===== src/rtl/assert_macros.svh =====
// ----------------------------------------------------------------------------
// assert_macros.svh
// Assertion macros shared by the RTL; empty when SYNTHESIS is defined.
// ----------------------------------------------------------------------------
`ifndef ASSERT_MACROS_SVH
`define ASSERT_MACROS_SVH

`ifndef SYNTHESIS

`define ASSERT_ALWAYS(label, clk, rst_n, expr) \
  label: assert property (@(posedge clk) disable iff (!rst_n) (expr)) \
    else $error("%m: invariant violated");

`define ASSERT_IMPLIES(label, clk, rst_n, ante, cons) \
  label: assert property (@(posedge clk) disable iff (!rst_n) (ante) |-> cons) \
    else $error("%m: implication violated");

`define ASSERT_NEXT(label, clk, rst_n, ante, cons) \
  label: assert property (@(posedge clk) disable iff (!rst_n) (ante) |=> cons) \
    else $error("%m: next-cycle implication violated");

`else

`define ASSERT_ALWAYS(label, clk, rst_n, expr)
`define ASSERT_IMPLIES(label, clk, rst_n, ante, cons)
`define ASSERT_NEXT(label, clk, rst_n, ante, cons)

`endif

`endif


===== src/rtl/mjdc_pkg.sv =====
// ----------------------------------------------------------------------------
// mjdc_pkg
// Types, constants and tables for the MJD to civil date and GPS time pipeline.
// ----------------------------------------------------------------------------
package mjdc_pkg;

  // Pipeline depths
  localparam int unsigned DATE_STAGES = 11;
  localparam int unsigned TIME_STAGES = 5;
  localparam int unsigned TIME_PAD    = DATE_STAGES - TIME_STAGES + 1;
  localparam int unsigned OUT_LATENCY = DATE_STAGES + 1;

  // Range limits
  localparam logic [16:0] GPS_EPOCH_MJD   = 17'd44244;
  localparam logic [16:0] SECONDS_PER_DAY = 17'd86400;

  // Offsets of the scaled Julian-day steps
  localparam logic [21:0] A_OFFSET   = 22'd2131139;  // 4*(mjd+2400001) - 7468865
  localparam logic [19:0] C_OFFSET   = 20'd679007;   // 2400002 - 1720995
  localparam logic [23:0] Y_OFFSET   = 24'd2442;
  localparam logic [20:0] DOY_OFFSET = 21'd678576;

  // Reciprocal constants: floor(x / D) == (x * ceil(2^S / D)) >> S over the used range
  localparam int unsigned     A_SHIFT = 40;
  localparam longint unsigned A_DIV   = 146097;
  localparam logic [22:0]     A_RECIP = 23'(((64'd1 << A_SHIFT) + A_DIV - 64'd1) / A_DIV);

  localparam int unsigned     Y_SHIFT = 37;
  localparam longint unsigned Y_DIV   = 7305;
  localparam logic [24:0]     Y_RECIP = 25'(((64'd1 << Y_SHIFT) + Y_DIV - 64'd1) / Y_DIV);

  localparam int unsigned     M_SHIFT = 42;
  localparam longint unsigned M_DIV   = 306001;
  localparam logic [23:0]     M_RECIP = 24'(((64'd1 << M_SHIFT) + M_DIV - 64'd1) / M_DIV);

  localparam int unsigned     C_SHIFT = 19;
  localparam longint unsigned C_DIV   = 100;
  localparam logic [12:0]     C_RECIP = 13'(((64'd1 << C_SHIFT) + C_DIV - 64'd1) / C_DIV);

  localparam int unsigned     H_SHIFT = 29;
  localparam longint unsigned H_DIV   = 3600;
  localparam logic [17:0]     H_RECIP = 18'(((64'd1 << H_SHIFT) + H_DIV - 64'd1) / H_DIV);

  localparam int unsigned     N_SHIFT = 18;
  localparam longint unsigned N_DIV   = 60;
  localparam logic [12:0]     N_RECIP = 13'(((64'd1 << N_SHIFT) + N_DIV - 64'd1) / N_DIV);

  localparam int unsigned     W_SHIFT = 20;
  localparam longint unsigned W_DIV   = 7;
  localparam logic [17:0]     W_RECIP = 18'(((64'd1 << W_SHIFT) + W_DIV - 64'd1) / W_DIV);

  typedef struct packed {
    logic [16:0] day_number;
    logic [16:0] second_of_day;
  } mjdc_in_t;

  typedef struct packed {
    logic [11:0] year;
    logic [3:0]  month;
    logic [4:0]  day;
    logic [8:0]  day_of_year;
  } mjdc_date_t;

  typedef struct packed {
    logic [4:0]  hour;
    logic [5:0]  minute;
    logic [5:0]  second;
    logic [13:0] gps_week;
    logic [2:0]  week_day;
    logic [19:0] seconds_of_week;
  } mjdc_time_t;

  typedef struct packed {
    logic [11:0] year;
    logic [3:0]  month;
    logic [4:0]  day;
    logic [8:0]  day_of_year;
    logic [4:0]  hour;
    logic [5:0]  minute;
    logic [5:0]  second;
    logic [13:0] gps_week;
    logic [2:0]  week_day;
    logic [19:0] seconds_of_week;
    logic        input_valid;
  } mjdc_out_t;

  // floor(30.6001 * m)
  function automatic logic [8:0] month_span(logic [3:0] m);
    logic [8:0] res;
    case (m)
      4'd0:    res = 9'd0;
      4'd1:    res = 9'd30;
      4'd2:    res = 9'd61;
      4'd3:    res = 9'd91;
      4'd4:    res = 9'd122;
      4'd5:    res = 9'd153;
      4'd6:    res = 9'd183;
      4'd7:    res = 9'd214;
      4'd8:    res = 9'd244;
      4'd9:    res = 9'd275;
      4'd10:   res = 9'd306;
      4'd11:   res = 9'd336;
      4'd12:   res = 9'd367;
      4'd13:   res = 9'd397;
      4'd14:   res = 9'd428;
      4'd15:   res = 9'd459;
      default: res = 9'd0;
    endcase
    return res;
  endfunction

  // week_day * 86400
  function automatic logic [19:0] week_day_base(logic [2:0] wd);
    logic [19:0] res;
    case (wd)
      3'd0:    res = 20'd0;
      3'd1:    res = 20'd86400;
      3'd2:    res = 20'd172800;
      3'd3:    res = 20'd259200;
      3'd4:    res = 20'd345600;
      3'd5:    res = 20'd432000;
      3'd6:    res = 20'd518400;
      default: res = 20'd0;
    endcase
    return res;
  endfunction

endpackage


===== src/rtl/mjdc_date_pipe.sv =====
// ----------------------------------------------------------------------------
// mjdc_date_pipe
// Julian-day decomposition of an MJD into Gregorian year, month, day and
// day of year, as an eleven-stage pipeline.
// ----------------------------------------------------------------------------
module mjdc_date_pipe (
  input  logic                 clk,
  input  logic [16:0]          day_number,
  output mjdc_pkg::mjdc_date_t date
);

  logic [16:0] mjd_r [mjdc_pkg::DATE_STAGES-1];

  logic [21:0] xa_r;
  logic [44:0] pa_r;
  logic [4:0]  a_val;
  logic [19:0] c_nxt, c_r, c4_r, c5_r;
  logic [23:0] xy_nxt, xy_r;
  logic [48:0] py_r;
  logic [11:0] y_val;
  logic [22:0] ys_full;
  logic [8:0]  rem_nxt;
  logic [11:0] y6_r, y7_r, y8_r;
  logic [8:0]  rem6_r, rem7_r, rem8_r;
  logic [22:0] xm_r;
  logic [46:0] pm_r;
  logic [3:0]  m_val;
  logic [3:0]  month_nxt, month9_r, month10_r;
  logic [4:0]  day_nxt, day9_r, day10_r;
  logic [11:0] year_nxt, year9_r, year10_r;
  logic [11:0] yy;
  logic [22:0] ys10_full;
  logic [24:0] pc_r;
  logic [19:0] ys10_r;
  logic [5:0]  cent;
  logic [20:0] doy_full;
  mjdc_pkg::mjdc_date_t date_r;

  always_comb begin
    a_val     = pa_r[mjdc_pkg::A_SHIFT +: 5];
    c_nxt     = 20'(mjd_r[1]) + mjdc_pkg::C_OFFSET + 20'(a_val) - 20'(a_val[4:2]);
    xy_nxt    = {c_r, 4'b0000} + {2'b00, c_r, 2'b00} - mjdc_pkg::Y_OFFSET;
    y_val     = py_r[mjdc_pkg::Y_SHIFT +: 12];
    ys_full   = 23'(y_val) * 23'd1461;
    rem_nxt   = 9'(c5_r - ys_full[21:2]);
    m_val     = pm_r[mjdc_pkg::M_SHIFT +: 4];
    day_nxt   = 5'(rem8_r - mjdc_pkg::month_span(m_val));
    month_nxt = (m_val > 4'd13) ? m_val - 4'd13 : m_val - 4'd1;
    year_nxt  = y8_r + ((month_nxt <= 4'd2) ? 12'd1 : 12'd0);
    yy        = year9_r - 12'd1;
    ys10_full = 23'(yy) * 23'd1461;
    cent      = pc_r[mjdc_pkg::C_SHIFT +: 6];
    doy_full  = 21'(mjd_r[9]) + mjdc_pkg::DOY_OFFSET + 21'(cent) - 21'(cent[5:2])
                - 21'(ys10_r);
  end

  always_ff @(posedge clk) begin
    mjd_r[0] <= day_number;
    for (int i = 1; i < int'(mjdc_pkg::DATE_STAGES) - 1; i++) begin
      mjd_r[i] <= mjd_r[i-1];
    end
    // stage 1
    xa_r      <= {3'b000, day_number, 2'b00} + mjdc_pkg::A_OFFSET;
    // stage 2
    pa_r      <= 45'(xa_r) * 45'(mjdc_pkg::A_RECIP);
    // stage 3
    c_r       <= c_nxt;
    // stage 4
    xy_r      <= xy_nxt;
    c4_r      <= c_r;
    // stage 5
    py_r      <= 49'(xy_r) * 49'(mjdc_pkg::Y_RECIP);
    c5_r      <= c4_r;
    // stage 6
    y6_r      <= y_val;
    rem6_r    <= rem_nxt;
    // stage 7
    xm_r      <= 23'(rem6_r) * 23'd10000;
    y7_r      <= y6_r;
    rem7_r    <= rem6_r;
    // stage 8
    pm_r      <= 47'(xm_r) * 47'(mjdc_pkg::M_RECIP);
    y8_r      <= y7_r;
    rem8_r    <= rem7_r;
    // stage 9
    year9_r   <= year_nxt;
    month9_r  <= month_nxt;
    day9_r    <= day_nxt;
    // stage 10
    pc_r      <= 25'(yy) * 25'(mjdc_pkg::C_RECIP);
    ys10_r    <= ys10_full[21:2];
    year10_r  <= year9_r;
    month10_r <= month9_r;
    day10_r   <= day9_r;
    // stage 11
    date_r.year        <= year10_r;
    date_r.month       <= month10_r;
    date_r.day         <= day10_r;
    date_r.day_of_year <= doy_full[8:0];
  end

  assign date = date_r;

endmodule


===== src/rtl/mjdc_time_pipe.sv =====
// ----------------------------------------------------------------------------
// mjdc_time_pipe
// Time of day, GPS week, week day and seconds of week, five stages plus a
// delay line that lines the result up with the date pipeline.
// ----------------------------------------------------------------------------
module mjdc_time_pipe (
  input  logic                 clk,
  input  logic [16:0]          day_number,
  input  logic [16:0]          second_of_day,
  output mjdc_pkg::mjdc_time_t tod
);

  logic [16:0] days_r, days2_r;
  logic [16:0] sod1_r, sod2_r, sod3_r, sod4_r;
  logic [34:0] ph_r, pw_r;
  logic [5:0]  hour_val;
  logic [14:0] wk_val;
  logic [11:0] remh_nxt, remh3_r, remh4_r;
  logic [17:0] wd_full;
  logic [5:0]  hour3_r, hour4_r;
  logic [13:0] wk3_r, wk4_r;
  logic [2:0]  wd3_r, wd4_r;
  logic [24:0] pn_r;
  logic [19:0] sowb_r;
  logic [5:0]  minute_val;
  logic [11:0] sec_full;
  mjdc_pkg::mjdc_time_t tod_nxt;
  mjdc_pkg::mjdc_time_t pad_r [mjdc_pkg::TIME_PAD];

  always_comb begin
    hour_val   = ph_r[mjdc_pkg::H_SHIFT +: 6];
    wk_val     = pw_r[mjdc_pkg::W_SHIFT +: 15];
    remh_nxt   = 12'(sod2_r - 17'(hour_val) * 17'd3600);
    wd_full    = 18'(days2_r) - 18'(wk_val) * 18'd7;
    minute_val = pn_r[mjdc_pkg::N_SHIFT +: 6];
    sec_full   = remh4_r - 12'(minute_val) * 12'd60;

    tod_nxt.hour            = hour4_r[4:0];
    tod_nxt.minute          = minute_val;
    tod_nxt.second          = sec_full[5:0];
    tod_nxt.gps_week        = wk4_r;
    tod_nxt.week_day        = wd4_r;
    tod_nxt.seconds_of_week = sowb_r + 20'(sod4_r);
  end

  always_ff @(posedge clk) begin
    // stage 1
    days_r  <= day_number - mjdc_pkg::GPS_EPOCH_MJD;
    sod1_r  <= second_of_day;
    // stage 2
    ph_r    <= 35'(sod1_r) * 35'(mjdc_pkg::H_RECIP);
    pw_r    <= 35'(days_r) * 35'(mjdc_pkg::W_RECIP);
    sod2_r  <= sod1_r;
    days2_r <= days_r;
    // stage 3
    hour3_r <= hour_val;
    wk3_r   <= wk_val[13:0];
    wd3_r   <= wd_full[2:0];
    remh3_r <= remh_nxt;
    sod3_r  <= sod2_r;
    // stage 4
    pn_r    <= 25'(remh3_r) * 25'(mjdc_pkg::N_RECIP);
    sowb_r  <= mjdc_pkg::week_day_base(wd3_r);
    hour4_r <= hour3_r;
    wk4_r   <= wk3_r;
    wd4_r   <= wd3_r;
    remh4_r <= remh3_r;
    sod4_r  <= sod3_r;
    // stage 5 and delay line
    pad_r[0] <= tod_nxt;
    for (int i = 1; i < int'(mjdc_pkg::TIME_PAD); i++) begin
      pad_r[i] <= pad_r[i-1];
    end
  end

  assign tod = pad_r[mjdc_pkg::TIME_PAD-1];

endmodule


===== src/rtl/mjd_to_civil_and_gps_time.sv =====
// ----------------------------------------------------------------------------
// mjd_to_civil_and_gps_time
// Converts an MJD and second of day into Gregorian date, day of year, time
// of day, GPS week, week day and GPS seconds of week.
// ----------------------------------------------------------------------------
//  channel  | handshake          | payload
//  ---------+--------------------+--------------------------------
//  input    | start, busy        | in_data  (mjdc_pkg::mjdc_in_t)
//  result   | out_valid (strobe) | out_data (mjdc_pkg::mjdc_out_t)
//
// One beat per cycle; busy stays low. Each beat gives one result, registered
// through the eleven-stage date pipeline and then the output register; the
// reciprocal multipliers of the Julian-day steps set the depth.
// rst_n clears the valid pipeline; data registers are not reset.
// The receiver cannot stall, so the pipeline advances every cycle.
// ----------------------------------------------------------------------------
`include "assert_macros.svh"

module mjd_to_civil_and_gps_time (
  input  logic                clk,
  input  logic                rst_n,
  input  logic                start,
  output logic                busy,
  input  mjdc_pkg::mjdc_in_t  in_data,
  output logic                out_valid,
  output mjdc_pkg::mjdc_out_t out_data
);

  logic                 in_beat;
  logic                 in_ok;
  logic                 vld_r [mjdc_pkg::DATE_STAGES];
  logic                 ok_r  [mjdc_pkg::DATE_STAGES];
  mjdc_pkg::mjdc_date_t date;
  mjdc_pkg::mjdc_time_t tod;
  mjdc_pkg::mjdc_out_t  res_nxt;
  mjdc_pkg::mjdc_out_t  out_data_r;
  logic                 out_valid_r;

  assign busy    = 1'b0;
  assign in_beat = start & ~busy;
  assign in_ok   = (in_data.day_number >= mjdc_pkg::GPS_EPOCH_MJD) &&
                   (in_data.second_of_day < mjdc_pkg::SECONDS_PER_DAY);

  mjdc_date_pipe u_date (
    .clk        (clk),
    .day_number (in_data.day_number),
    .date       (date)
  );

  mjdc_time_pipe u_time (
    .clk           (clk),
    .day_number    (in_data.day_number),
    .second_of_day (in_data.second_of_day),
    .tod           (tod)
  );

  always_comb begin
    res_nxt = '0;
    if (ok_r[mjdc_pkg::DATE_STAGES-1]) begin
      res_nxt.year            = date.year;
      res_nxt.month           = date.month;
      res_nxt.day             = date.day;
      res_nxt.day_of_year     = date.day_of_year;
      res_nxt.hour            = tod.hour;
      res_nxt.minute          = tod.minute;
      res_nxt.second          = tod.second;
      res_nxt.gps_week        = tod.gps_week;
      res_nxt.week_day        = tod.week_day;
      res_nxt.seconds_of_week = tod.seconds_of_week;
      res_nxt.input_valid     = 1'b1;
    end
  end

  always_ff @(posedge clk) begin
    if (!rst_n) begin
      for (int i = 0; i < int'(mjdc_pkg::DATE_STAGES); i++) begin
        vld_r[i] <= 1'b0;
      end
      out_valid_r <= 1'b0;
    end else begin
      vld_r[0] <= in_beat;
      for (int i = 1; i < int'(mjdc_pkg::DATE_STAGES); i++) begin
        vld_r[i] <= vld_r[i-1];
      end
      out_valid_r <= vld_r[mjdc_pkg::DATE_STAGES-1];
    end
  end

  always_ff @(posedge clk) begin
    ok_r[0] <= in_ok;
    for (int i = 1; i < int'(mjdc_pkg::DATE_STAGES); i++) begin
      ok_r[i] <= ok_r[i-1];
    end
    out_data_r <= res_nxt;
  end

  assign out_valid = out_valid_r;
  assign out_data  = out_data_r;

  `ASSERT_IMPLIES(a_beat_gives_result, clk, rst_n, start && !busy, ##(mjdc_pkg::OUT_LATENCY) out_valid)
  `ASSERT_IMPLIES(a_result_has_beat, clk, rst_n, out_valid, $past(start && !busy, mjdc_pkg::OUT_LATENCY))
  `ASSERT_ALWAYS(a_rejected_zero, clk, rst_n, !(out_valid && !out_data.input_valid) || (out_data.year == 12'd0 && out_data.gps_week == 14'd0 && out_data.seconds_of_week == 20'd0))
  `ASSERT_ALWAYS(a_valid_ranges, clk, rst_n, !(out_valid && out_data.input_valid) || (out_data.month >= 4'd1 && out_data.month <= 4'd12 && out_data.day >= 5'd1 && out_data.week_day <= 3'd6))

endmodule


===== config.mk =====
export PLATFORM = sky130hd
export DESIGN_NAME = mjd_to_civil_and_gps_time
export DESIGN_NICKNAME = d
export VERILOG_FILES = /design/src/rtl/mjdc_pkg.sv /design/src/rtl/mjdc_date_pipe.sv /design/src/rtl/mjdc_time_pipe.sv /design/src/rtl/mjd_to_civil_and_gps_time.sv
export VERILOG_INCLUDE_DIRS = /design/src /design/src/rtl
export SDC_FILE = /design/constraint.sdc
export NUM_CORES = 2
export LEC_CHECK = 0
export BUFFER_PORTS_ARGS = -buffer_cell sky130_fd_sc_hd__clkbuf_2
export CORE_MARGIN = 2
export CORE_UTILIZATION = 51
export DETAILED_ROUTE_END_ITERATION = 8
export PLACE_DENSITY = 0.66
export SKIP_LAST_GASP = 1
export SLEW_MARGIN = 15
export SYNTH_ARGS = -nofsm -noshare
export SYNTH_HDL_FRONTEND = slang
export SYNTH_SLANG_ARGS = --single-unit

===== constraint.sdc =====
create_clock -name clk -period 18.9 [get_ports clk]
set_input_delay 1.89 -clock clk [delete_from_list [all_inputs] [get_ports clk]]
set_output_delay 1.89 -clock clk [all_outputs]
set_load 0.02 [all_outputs]

==> summary.txt <==
status = finished clean
clock latency at the later pin of the worst-skew pair = 0.67 ns
Fmax achieved = 140 MHz
Die X = 355 microns
Die Span Y = 355 microns
CP Class = reg2reg
worst-margin pin slew = 1.05 ns
initial DRC count = 1,353
Hold Buf Count CTS = 0
total of warnings raised by yosys = 0
clock root cell = clkbuf_16
Mapped Cells = 5,491
register area = 0.0201 sq mm
most frequent cells in the layout = 1,352 x inv_1, 1,199 x ha_1, 1,004 x dfxtp_1
RSZ-0062 raised after global routing = false
vias per cell = 4.84
routed wire length = 119,000 microns
DP HPWL = 101,000 microns
Async S/R FF share, synth = 0%
Pins Over Slew Limit = 0
Seq cells post-synth = 1,005
sequential cell area fraction in the yosys report = 32.0%
Synth cell types = 76
TNS Setup = 0 ns
hold path cells = 0
Placer Congestion = 0.930
Num CTS Buffers = 93
Slew headroom = 30.0%
layout cells sized above 1 = 5.37%
Post-Syn Area = 0.0629 sq mm
CTS resizes = 0
initial antenna violation count = 2
detailed-route via count = 35,700
GR Overflow Total = 0
startpoint types = register
Worst Hold Class = reg2reg
largest net degree at the start of global routing = 84
final setup vio count = 0
FF-to-FF path depth = 22
Post-synth EDFFs = 0
routed len/inst = 16.1 microns
commonest non-fill, non-tap cell in the layout = inv_1
Final Instance Area = 0.0687 sq mm
Area after DPL = 0.0654 sq mm
CP Max Fanout = 9
Core Area = 0.122 sq mm
Max-cap violations = 0
fin nets = 7,669
Fillers = 10,300
top cells by area, synth = dfxtp_1 32%, ha_1 24%, fa_1 24%
first-pass GRT wire length = 197,000 microns
Hold WS = 0.294 ns
clock sink count = 1,005
Final Core Density = 56.3%
clock transition at the registers of the reported paths = 0.07 ns
Multi-input gate area = 0.0376 sq mm
drt pass-1 iters = 5
Hold Vio Cnt, Final = 0
starting density of the core = 51.5%
Critical Path AT = 7.74 ns
Worst setup EP type = register
Max clock buf depth = 3
Avg Synthesized Cell Area = 11.4 sq um
detailed-route DRC error count = 0
Area Overhead vs Synth = 9.31%
final worst path period share = 37.8%
TritonCTS clock tree = yes
DIE AREA = 0.126 sq mm
ys flop type = dfxtp_1
IO Count = 124
Syn Nets = 7,473
post-route ant nets = 0
site row count = 128
PortBufs = 122
CP Data Required Time = 19.50 ns
clk_skew = 0.0603 ns
vias in the first global route = 38,200
Yosys top cell area share = 32.0%
CTS H-tree lvls = 3
cell taking the most area after synthesis = dfxtp_1
Final min period = 7.14 ns
Total GRT Usage = 19.7%
post-CTS setup buffer count = 0
kinds of logic (layout without fill, tap and decap cells):
kind of cell               Yosys count  count (layout)  synth area share (%)
adders and majority gates         1945            1945                  47.6
buffers and inverters             1375            1642                  8.24
DFF                               1005            1005                  32.0
and+or+nand+nor                    465             465                  3.91
AOI/OAI and AO/OA                  463             463                  4.85
xor gates and xnor gates           226             226                  3.16
muxes                               11              11                 0.197
other                                1               3               0.00597
registers in the layout, summed over array words and instances, names as in the netlist, 19 cells and up, named ones only:
| signal | count |
|---|---|
| u_date.mjd_r | 102 |
| u_time.pad_r | 364 |
| out_data | 83 |
| u_date.c_r | 19 |
| u_date.xy_r | 22 |
| u_date.date | 30 |
final cells by class:
class | instances | share of cell area [%]
multi-input cells | 3111 | 54.7
clock inverters | 51 | 1.11
inverters | 1352 | 7.39
repair buffers | 124 | 0.910
flip-flops and latches | 1005 | 29.3
well taps | 1625 | 2.96
clock buffers | 115 | 3.68
diodes | 2 | 0.00728
final timing paths:
check | from | endpoint | slack [ns]
worst min register to register | u_date.mjd_r[3][3] | u_date.mjd_r[4][3] | 0.29
worst min-delay path | u_date.mjd_r[3][3] | u_date.mjd_r[4][3] | 0.29
worst max-delay path | u_date.year9_r[0] | u_date.pc_r[24] | 11.76
worst max register to register | u_date.year9_r[0] | u_date.pc_r[24] | 11.76
Yosys cell counts (4+ instances only):
cell type     n
and4_1        4
nor2b_1      26
dfxtp_1    1005
o21a_1       34
xor2_1       54
nand3b_1      4
o211a_1       4
nand2_1      75
a41oi_1       4
a21o_1       65
and2_1       98
or2_2        15
xnor2_1     171
inv_1      1352
mux2i_1       9
and3_1       14
o2111ai_1     5
a21oi_1     126
nand4_1      20
nor3_1       32
nor4_1       10
o31ai_1       6
a211oi_1     19
nor2_1      101
nand3_1      25
a21boi_0      9
a31oi_1      18
fa_1        746
a211o_1       6
o211ai_1      9
o21ai_0      79
o21bai_1     29
nand4b_1      4
o311ai_0      6
ha_1       1199
nand2b_1     17
or3_1         8
clkbuf_1     18
routing by layer:
metal | global-route usage, % | up-vias | share of wire (%)
met1 | 26.3 | 17400 | 46
met2 | 33.8 | 526 | 48
met4 | 5.48 | 4 | 2.5
met5 | 0 | - | 0.024
met3 | 2.33 | 169 | 3.6
li1 | - | 17700 | -
critical path, stage by stage, from the launching register on:
cell and delay (ns):
dfxtp_1 0.40, nor3_1 0.38, nand2_1 0.13, or2_2 0.31, nor4_1 0.33, xor2_1 0.65, fa_1 0.55, inv_1 0.09
fa_1 0.44, fa_1 0.53, fa_1 0.52, fa_1 0.54, inv_1 0.04, ha_1 0.28, o21a_1 0.17, o21a_1 0.16
o21a_1 0.16, o21a_1 0.17, o22ai_1 0.39, o21bai_1 0.20, a211o_1 0.32, a21oi_1 0.18, xor2_1 0.15
metrics by stage:
stage	setup slack, ns	instances
after detailed placement	11.75	7217
final	11.76	7385
after floorplan	12.46	5491
after CTS	11.76	7383
after global placement	11.85	7217
after global routing	11.37	7383
Power is left out: the tool's default activity adds up to more than one toggle a clock period on the data nets, which glitch-free logic cannot reach.
